### config.mk
export PLATFORM = sky130hd
export DESIGN_NAME = rhh_ram
export DESIGN_NICKNAME = d
export VERILOG_FILES = /design/src/hw/rtl/rhh_ram.sv
export SDC_FILE = /design/constraint.sdc
export NUM_CORES = 1
export LEC_CHECK = 0
export ABC_CLOCK_PERIOD_IN_PS = 1600
export BUFFER_PORTS_ARGS = -buffer_cell sky130_fd_sc_hd__buf_4
export CORE_MARGIN = 4
export CORE_UTILIZATION = 40
export DETAILED_ROUTE_END_ITERATION = 8
export SLEW_MARGIN = 10
export SYNTH_ARGS = -nofsm -noshare
export SYNTH_HDL_FRONTEND = slang
export SYNTH_SLANG_ARGS = --single-unit
### constraint.sdc
create_clock -name clk -period 1.6 [get_ports clk]
set_input_delay 0 -clock clk [delete_from_list [all_inputs] [get_ports clk]]
set_output_delay 0 -clock clk [all_outputs]
set_load 0.02 [all_outputs]
### src/hw/rtl/rhh_ram.sv
module rhh_ram #(
  parameter int W = 8,
  parameter int D = 16
) (
  input  logic                 clk,
  input  logic                 we,
  input  logic [$clog2(D)-1:0] waddr,
  input  logic [W-1:0]         wdata,
  input  logic [$clog2(D)-1:0] raddr,
  output logic [W-1:0]         rdata
);

  logic [W-1:0] mem [D];

  // one write port, registered read port
  always_ff @(posedge clk) begin
    if (we) begin
      mem[waddr] <= wdata;
    end
    rdata <= mem[raddr];
  end

endmodule

==> impl_results.md, run 1 <==
- Simple-gate share of the synthesized area: 0.03184
- Drt drc: 0
- GPL Wtd Cong: 0.7597
- Fillers: about 1000
- Final cell area excluding filler cells: 0.006356 sq mm
- CTS sink cnt: 136
- Post-synthesis cell area: between 0.005 and 0.006 sq mm
- Critical path data required time: 1.89 ns
- Worst reg2reg endpoint: rdata[1]
- HP Class: input pin to flop
- Startpoint types: flop
- Critical Path Start: mem[2][1]
- Drt pass-1 iters: 4
- Critical path endpoint: rdata[1]
- Setup repair bufs after CTS: 0
- Most common cell after layout, fill and taps aside: edfxtp_1
- Area grow syn2layout: 23.48%
- Worst vdd ir: 0.7221 mV
- Achievable Freq: 0.6969 GHz
- Clock slew at reported path FFs: approximately 0.060 ns
- Complex-gate fraction of the synthesized area: 0.02333
- Worst r2r src: mem[2][1]
- RSZ-0062 raised after global routing: false
- Vias in the first global route: between 2000 and 3000
- Placement Cell Area: approximately 0.0057 sq mm
- Yosys Warn Count: 0
- Number of synthesized register bits: approximately 140
- Wire length of the first global-routing pass: about 16000 um
- Distinct cells, synth: 19
- Tmin final: about 1.4 ns
- Later-pin clock latency in the skew report: between 0.4 and 0.5 ns
- Per-cell routed wire length: ~21 um
- Die Y: approximately 120 um
- Syn nets: ~250
- Final hold violation count: 0
- Max Cap Violations: 0
- Synth Instances: around 230
- Largest net degree at the start of global routing: 17
- Setup ws final: roughly 0.17 ns
- Adder-cell share of the synthesized area: 0
- Core Rows: 41
- Fin nets: between 300 and 400
- Antenna viol nets, final: 0
- Post-DP HPWL: between 6000 and 7000 um
- Worst Skew: 0.007725 ns
- # setup viols final: 0
- CTS tree: built
- Die X: ~120 um
- Outcome: complete, no violations
- # IOs: 26
- Crit Path Category: flop to flop
- P_leak: 0.002176 uW
- Reg2Reg Depth: 3
- Pwr Total: 8386 uW
- Sequential fraction of the synthesis area: 0.7778
- Slew @ Worst Pin: about 0.8 ns
- Pwr per Cell Area: about 1300 mW/mm^2
- Avg Inst Size Synth: 22.48 sq um
- Period utilization: 0.8968
- DIE AREA: about 0.015 sq mm
- Fin cells: 480
- Pre-CTS setup slack: about 0.11 ns
- Dpl cells: 440
- Via density: slightly above 5
- Starting Density: 0.4079
- Crit path max fanout: 1
- Most frequent cells in the layout: edfxtp_1 (128), buf_4 (47), mux4_2 (18), clkbuf_16 (17), a22oi_1 (16)
- Hold path start: waddr[0]
- CTS buffer count: 17
- Initial antenna violation count: 0
- All-layer global routing usage: 0.1504
- Rel. slew slack: 0.4757
- Register-to-register setup slack: 0.17 ns
- H-tree depth: 4
- Xor/xnor share of the synthesized area: 0
- Total length of routed wires: about 10000 um
- Clock Root Buffer: clkbuf_16
- Initial DRC count: about 270
- Clk buf depth: 2
- Largest family of logic cells by synthesized area: multiplexers
- Crit. End Element: flop
- Core box area: roughly 0.013 sq mm
- Congestion Overflow GR: 0
- Diodes inserted: 0
- Post-synthesis mux area share: 0.1502
- PortBufs: 25
- Layout cells sized above 1: 0.3182
- Final slew viol count: 0
- Setup TNS Final: 0 ns
- Routed vias: roughly 2500
- Critical path arrival: about 1.7 ns
state kept, by name (all words and copies together), names as in the netlist:
| register | count |
|---|---|
| mem | 128 |
| rdata | 8 |
layout make-up:
class                      count  area, sq um  area share
sequential                   136         4004      0.6299
multi-input combinational     83         1057      0.1663
timing repair buffer          57        473.0     0.07441
clock buffer                  20        456.7     0.07185
tap                          172        215.2     0.03386
clock inverter                12        150.1     0.02362
what timing repair did:
| action | CTS | global route |
|---|---|---|
| resized for setup | 0 | 0 |
| endpoints found under the hold margin | 128 | 0 |
| hold buffers | 8 | 0 |
worst min-delay path by stage:
| stage | endpoint | slack [ns] | depth (start not counted) |
|---|---|---|---|
| after floorplan | mem[0][0] | 0.1 | 0 |
| after global placement | mem[6][0] | 0.31 | 1 |
| after detailed placement | mem[6][0] | 0.32 | 1 |
| after CTS | mem[4][0] | 0.09 | 3 |
| after global routing | mem[0][1] | 0.11 | 3 |
| final | mem[0][1] | 0.11 | 3 |
routing by layer:
metal,global-route usage,vias to the layer above,part of all wire
li1,-,1109,-
met1,0.2011,1285,0.44
met2,0.2339,62,0.49
met3,0.04056,14,0.054
met4,0.06303,0,0.016
met5,0,-,0
critical path: stages (launching register included):
cell      delay (ns)
edfxtp_1        0.36
mux4_1          0.50
a22oi_1         0.36
nand2_1         0.09
cells in the mapped netlist (all sizes together):
cell type | instances | share of area
nor2 | 13 | 0.0095
nand2b | 2 | 0.0024
nand3b | 2 | 0.0029
mux4 | 32 | 0.15
and2b | 1 | 0.0015
nor3 | 4 | 0.0039
edfxtp | 128 | 0.75
buf | 7 | 0.011
a22oi | 16 | 0.023
clkdlybuf4s25 | 3 | 0.0058
nand3 | 1 | 0.00097
or3b | 1 | 0.0017
and2 | 1 | 0.0012
nor2b | 1 | 0.0012
nand2 | 9 | 0.0066
dfxtp | 8 | 0.031
power breakdown:
group | internal, uW | switching (uW)
Sequential | 3980 | 24.8
Clock | 2520 | 1410
Combinational | 207 | 238
cells by family after synthesis:
| kind of cell | after synthesis |
|---|---|
| flip-flops | 136 |
| AND/OR/NAND/NOR | 35 |
| multiplexers | 32 |
| AO/OA/AOI/OAI | 16 |
| buffers and inverters | 10 |
through the flow:
| step | hold WS, ns | util |
|---|---|---|
| 2_1_floorplan | 0.09887 | - |
| 3_3_place_gp | 0.3109 | 0.4492 |
| 3_5_place_dp | 0.3218 | 0.4492 |
| 4_1_cts | 0.09313 | 0.5037 |
| 5_1_grt | 0.1116 | 0.5037 |
| 6_report | 0.1067 | 0.5037 |
Note: power is estimated with default switching activity, not from simulation.
==> run 2, diff against run 1 <==
- CORE_UTILIZATION: 40 -> 24
==> impl_results.md, run 2 (synthesis gave the netlist of run 1 again) <==
- Outcome: complete, no violations (unchanged)
- Total length of routed wires: 10620 um (was 10010 um)
- Per-cell routed wire length: 18.01 um (was 20.86 um)
- Pwr Total: 8156 uW (was 8386 uW)
- Diodes inserted: 0 (unchanged)
- Max Cap Violations: 0 (unchanged)
- Congestion Overflow GR: 0 (unchanged)
- Worst hold endpoint: rdata[2] (was mem[0][1])
- Most frequent cells in the layout: edfxtp_1 (128), buf_4 (55), mux4_2 (18), clkbuf_16 (17), a22oi_1 (16) (was edfxtp_1 (128), buf_4 (47), mux4_2 (18), clkbuf_16 (17), a22oi_1 (16))
- Core box area: 0.02109 sq mm (was 0.01262 sq mm)
- Area grow syn2layout: 25.89% (was 23.48%)
- WHS Path Cells: 4 (was 3)
- Setup TNS Final: 0 ns (unchanged)
- Worst Skew: 0.007244 ns (was 0.007725 ns)
- All-layer global routing usage: 0.09292 (was 0.1504)
- Slew @ Worst Pin: 0.3992 ns (was 0.7835 ns)
- Clk buf depth: 2 (unchanged)
- Drt pass-1 iters: 4 (unchanged)
- H-tree depth: 4 (unchanged)
- HP Class: input pin to flop (unchanged)
- Multi-input gate area: 0.001057 sq mm (unchanged)
- Fin nets: 320 (was 313)
- Final slew viol count: 0 (unchanged)
- Fillers: 2085 (was 1031)
- Largest net degree at the start of global routing: 27 (was 17)
- Starting Density: 0.2441 (was 0.4079)
- RSZ-0062 raised after global routing: false (unchanged)
- Max reg flops: 128 (unchanged)
- Crit path max fanout: 1 (unchanged)
- Gr busiest metal: met1 (was met2)
- Achievable Freq: 0.6620 GHz (was 0.6969 GHz)
- Post-DP HPWL: 7232 um (was 6411 um)
- Final cell area excluding filler cells: 0.006480 sq mm (was 0.006356 sq mm)
- Crit. End Element: flop (unchanged)
- CTS buffer count: 17 (unchanged)
- Antenna viol nets, final: 0 (unchanged)
- P_leak: 0.002187 uW (was 0.002176 uW)
- CTS sink cnt: 136 (unchanged)
- # setup viols final: 0 (unchanged)
- Setup repair bufs after CTS: 0 (unchanged)
- Routed vias: 2519 (was 2470)
- Die Y: 154.5 um (was 121.4 um)
- Pwr per Cell Area: 1259 mW/mm^2 (was 1319 mW/mm^2)
- GPL Wtd Cong: 0.7600 (was 0.7597)
- PortBufs: 25 (unchanged)
- Startpoint types: flop (unchanged)
- Via density: 4.269 (was 5.146)
- Vias in the first global route: 2644 (was 2611)
- Rel. slew slack: 0.7338 (was 0.4757)
- Reg2Reg Depth: 3 (unchanged)
- Later-pin clock latency in the skew report: 0.41 ns (about the same)
- DIE AREA: 0.02385 sq mm (was 0.01475 sq mm)
- Core Rows: 53 (was 41)
- Biggest regs: mem x128, rdata x8 (unchanged)
- Met1 Usage GRT: 0.1358 (was 0.2011)
- GR Layer Usage met3: 0.03022 (was 0.04056)
- Clock Root Buffer: clkbuf_16 (unchanged)
- Most flop-heavy register: mem (unchanged)
- Met2 usage: 0.1342 (was 0.2339)
- Initial DRC count: 177 (was 273)
- CTS tree: built (unchanged)
- Layout cells sized above 1: 0.3238 (was 0.3182)
- Critical path data required time: 1.88 ns (was 1.89 ns)
- Drt drc: 0 (unchanged)
- Register-to-register setup slack: 0.09 ns (was 0.17 ns)
- Initial antenna violation count: 0 (unchanged)
- Seq. cell area: 0.004004 sq mm (unchanged)
- Worst vdd ir: 0.9999 mV (was 0.7221 mV)
- Placement Cell Area: 0.005838 sq mm (was 0.005669 sq mm)
- Wire length of the first global-routing pass: 16480 um (was 15550 um)
- Crit Path Category: flop to flop (unchanged)
- Hold path start: raddr[2] (was waddr[0])
- Worst r2r src: mem[0][5] (was mem[2][1])
- Final hold violation count: 0 (unchanged)
- Period utilization: 0.9441 (was 0.8968)
- Worst reg2reg endpoint: rdata[5] (was rdata[1])
- Clock slew at reported path FFs: 0.06 ns (about the same)
- Most common cell after layout, fill and taps aside: edfxtp_1 (unchanged)
- Critical path arrival: 1.79 ns (was 1.72 ns)
- Die X: 154.5 um (was 121.4 um)
- # IOs: 26 (unchanged)
- Tmin final: 1.511 ns (was 1.435 ns)
==> run 2: cell types whose count changed in the layout (fill, tap and decap cells not counted), sizes merged <==
| cell | before | now |
|---|---|---|
| clkinv | 7 | 5 |
| clkbuf | 20 | 23 |
| bufinv | 3 | 2 |
| buf | 49 | 56 |
==> run 2: how the worst max path moves through the flow <==
stage,depth (start not counted),startpoint,endpoint,slack (ns)
after floorplan,2,waddr[2],mem[0][0],0.11
after detailed placement,5,raddr[0],rdata[5],0.04
after global routing,3,mem[0][5],rdata[5],0.06
after global placement,5,raddr[0],rdata[2],0.03
final,3,mem[0][5],rdata[5],0.09
after CTS,3,mem[0][5],rdata[5],0.12
==> run 2: metal layers <==
metal | vias to the layer above | wire length (um)
met5 | - | 0
met4 | 0 | 112
met3 | 12 | 541
met2 | 64 | 4842
met1 | 1326 | 5126
li1 | 1117 | -
==> run 2: what timing repair did <==
item / 4_1_cts / 5_1_grt
resized for setup: 0 / 0
endpoints found under the hold margin: 128 / 0
hold buffers: 8 / 0
==> run 2: critical path, cell delays in order (launching register included) <==
cell and delay, ns:
edfxtp_1 0.36, mux4_1 0.54, a22oi_1 0.35, nand2_1 0.13
==> run 2: power breakdown <==
part	internal [uW]	leakage (uW)	switching, uW	total (uW)
combinational	207	0.000692	248	455
sequential	3980	0.00122	28.1	4010
clock	2320	0.000271	1360	3690
total	6520	0.00219	1640	8160
==> run 2: area by class of cell <==
type                            instances  share of cell area
Clock inverter                          9             0.01603
Timing Repair Buffer                   64             0.07917
Multi-Input combinational cell         83              0.1632
Tap cell                              275             0.05310
Sequential cell                       136              0.6179
Clock buffer                           23             0.07067
==> run 2: metrics by stage <==
stage | utilization | hold WS, ns | cells | setup WS (ns)
final | 0.3073 | 0.07556 | 590 | 0.08949
after detailed placement | 0.2768 | 0.3216 | 550 | 0.04003
after CTS | 0.3073 | 0.07031 | 590 | 0.1179
after global placement | 0.2768 | 0.3084 | 550 | 0.03323
after global routing | 0.3073 | 0.09158 | 590 | 0.06382
after floorplan | - | 0.09887 | 229 | 0.1071
==> run 3, diff against run 2 <==
- BUFFER_PORTS_ARGS: -buffer_cell sky130_fd_sc_hd__buf_4 -> default
- DONT_BUFFER_PORTS: default -> 1
==> impl_results.md, run 3 (synthesis gave the netlist of run 1 again) <==
- Crit path max fanout: 8 (was 1)
- Bufs and invs on worst path: 3 (was 0)
- Die X: 154.5 um (unchanged)
- GPL Wtd Cong: 0.7071 (was 0.7600)
- Final hold violation count: 7 (was 0)
- Rel. slew slack: 0.6279 (was 0.7338)
- Area grow syn2layout: 21.97% (was 25.89%)
- Largest net degree at the start of global routing: 33 (was 27)
- Congestion Overflow GR: 0 (unchanged)
- CTS sink cnt: 136 (unchanged)
- Reg power frac: 0.484 (was 0.492)
- Wire length of the first global-routing pass: 15480 um (was 16480 um)
- Total length of routed wires: 9932 um (was 10620 um)
- Pwr per Cell Area: 1331 mW/mm^2 (was 1259 mW/mm^2)
- Initial DRC count: 156 (was 177)
- Clock power share: 0.480 (was 0.452)
- Critical path's top delay family: buffers and inverters (was multiplexers)
- DIE AREA: 0.02385 sq mm (unchanged)
- RSZ-0062 raised after global routing: false (unchanged)
- Critical path arrival: 1.54 ns (was 1.79 ns)
- Crit. End Element: flop (unchanged)
- CTS buffer count: 17 (unchanged)
- All-layer global routing usage: 0.08857 (was 0.09292)
- Die Y: 154.5 um (unchanged)
- P_leak: 0.002038 uW (was 0.002187 uW)
- Startpoint types: input pin (was flop)
- Period utilization: 0.8940 (was 0.9441)
- Routed vias: 2376 (was 2519)
- Max Cap Violations: 0 (unchanged)
- Clock Root Buffer: clkbuf_16 (unchanged)
- Sw power: 1639 uW (was 1641 uW)
- Violated checks: negative hold slack
- Max reg flops: 128 (unchanged)
- Initial antenna violation count: 0 (unchanged)
- Most common cell after layout, fill and taps aside: edfxtp_1 (unchanged)
- Starting Density: 0.2441 (unchanged)
- Per-cell routed wire length: 17.90 um (was 18.01 um)
- HP Class: input pin to flop (unchanged)
- Fin nets: 286 (was 320)
- Pre-CTS setup slack: 0.2970 ns (was 0.04003 ns)
- Achievable Freq: 0.6991 GHz (was 0.6620 GHz)
- Worst Skew: 0.005992 ns (was 0.007244 ns)
- Finished Core Util: 0.2977 (was 0.3073)
- Internal Power: 6718 uW (was 6515 uW)
- Diodes inserted: 0 (unchanged)
- Slew @ Worst Pin: 0.5563 ns (was 0.3992 ns)
- Fillers: 2054 (was 2085)
- Antenna viol nets, final: 0 (unchanged)
- Via density: 4.281 (was 4.269)
- H-tree depth: 4 (unchanged)
- Most frequent cells in the layout: edfxtp_1 (128), mux4_2 (18), buf_4 (18), clkbuf_16 (17), a22oi_1 (16) (was edfxtp_1 (128), buf_4 (55), mux4_2 (18), clkbuf_16 (17), a22oi_1 (16))
- Setup TNS Final: 0 ns (unchanged)
- Hold slack: -0.03492 ns (was 0.07556 ns)
- Later-pin clock latency in the skew report: 0.41 ns (about the same)
- Critical path data required time: 1.71 ns (was 1.88 ns)
- Biggest regs: mem x128, rdata x8 (unchanged)
- Gate power share: 0.036 (was 0.056)
- Worst vdd ir: 0.9816 mV (was 0.9999 mV)
- Clk buf depth: 2 (unchanged)
- Pwr Total: 8357 uW (was 8156 uW)
- Crit-path cells: dlygate4sd3_1 -> nor3_1 -> dlygate4sd3_1 -> buf_4 (was mux4_1 -> a22oi_1 -> nand2_1)
- Most flop-heavy register: mem (unchanged)
- Core box area: 0.02109 sq mm (unchanged)
- Sw frac: 0.1962 (was 0.2012)
- Setup repair bufs after CTS: 0 (unchanged)
- PortBufs: 0 (was 25)
- Vias in the first global route: 2643 (was 2644)
- Layout cells sized above 1: 0.2393 (was 0.3238)
- Core Rows: 53 (unchanged)
- Crit Path Category: input pin to flop (was flop to flop)
- Most frequent CP cell: dlygate4sd3_1
- # setup viols final: 0 (unchanged)
- Register-to-register setup slack: 0.30 ns (was 0.09 ns)
- Post-DP HPWL: 6361 um (was 7232 um)
- # resized after CTS: 0 (unchanged)
- Worst stage delay on the critical path: 0.60 ns (was 0.54 ns)
- Setup ws final: 0.1696 ns (was 0.08949 ns)
- Outcome: complete, but fails checks (was complete, no violations)
- Tmin final: 1.430 ns (was 1.511 ns)
- CTS tree: built (unchanged)
- # IOs: 26 (unchanged)
- Drt pass-1 iters: 5 (was 4)
- Cts hold-fix bufs: 12 (was 8)
- Final slew viol count: 0 (unchanged)
- Drt drc: 0 (unchanged)
- Clock slew at reported path FFs: 0.05 ns (was 0.06 ns)
- Critical Path Slowest Stage Cell: dlygate4sd3_1 (was mux4_1)
==> run 3: path summary, 6_finish.rpt <==
| path | from | end | cells past startpoint |
|---|---|---|---|
| setup reg to reg | mem[11][6] | rdata[6] | 3 |
| setup / recovery | waddr[0] | mem[0][6] | 4 |
| hold / removal | raddr[0] | rdata[0] | 3 |
| hold reg to reg | mem[9][1] | rdata[1] | 3 |
==> run 3: metrics by stage <==
step	area [sq um]	std cells
after floorplan	5147	229
after global placement	5540	512
after detailed placement	5540	512
after CTS	6279	555
after global routing	6279	555
final	6279	555
==> run 3: per-layer routing <==
metal	vias up	global-route usage	share of wire	wire length, um
met5	-	0	0	0
met4	0	0.02860	0.0086	85
met3	7	0.04841	0.075	741
met2	65	0.1306	0.47	4649
met1	1251	0.1115	0.45	4457
li1	1053	-	-	-
==> run 3: cell type report <==
type	count	area (sq um)	share of cell area
Sequential cell	136	4004	0.6377
Multi-Input combinational cell	83	1057	0.1684
Clock buffer	18	429.2	0.06835
Tap cell	275	344.1	0.05480
Timing Repair Buffer	30	265.3	0.04225
Clock inverter	13	178.9	0.02850
==> run 3: power groups by stage <==
stage	clock [uW]	combinational [uW]	sequential [uW]
4_1_cts	4100	308	4050
3_3_place_gp	0	215	4120
5_1_grt	4240	327	4050
2_1_floorplan	0	202	4100
3_5_place_dp	0	218	4120
6_report	4010	302	4050
==> run 3: worst register-to-register path, cell delays in order (launching register included) <==
cell	delay (ns)
edfxtp_1	0.35
mux4_2	0.47
a22oi_1	0.22
nand2_1	0.13
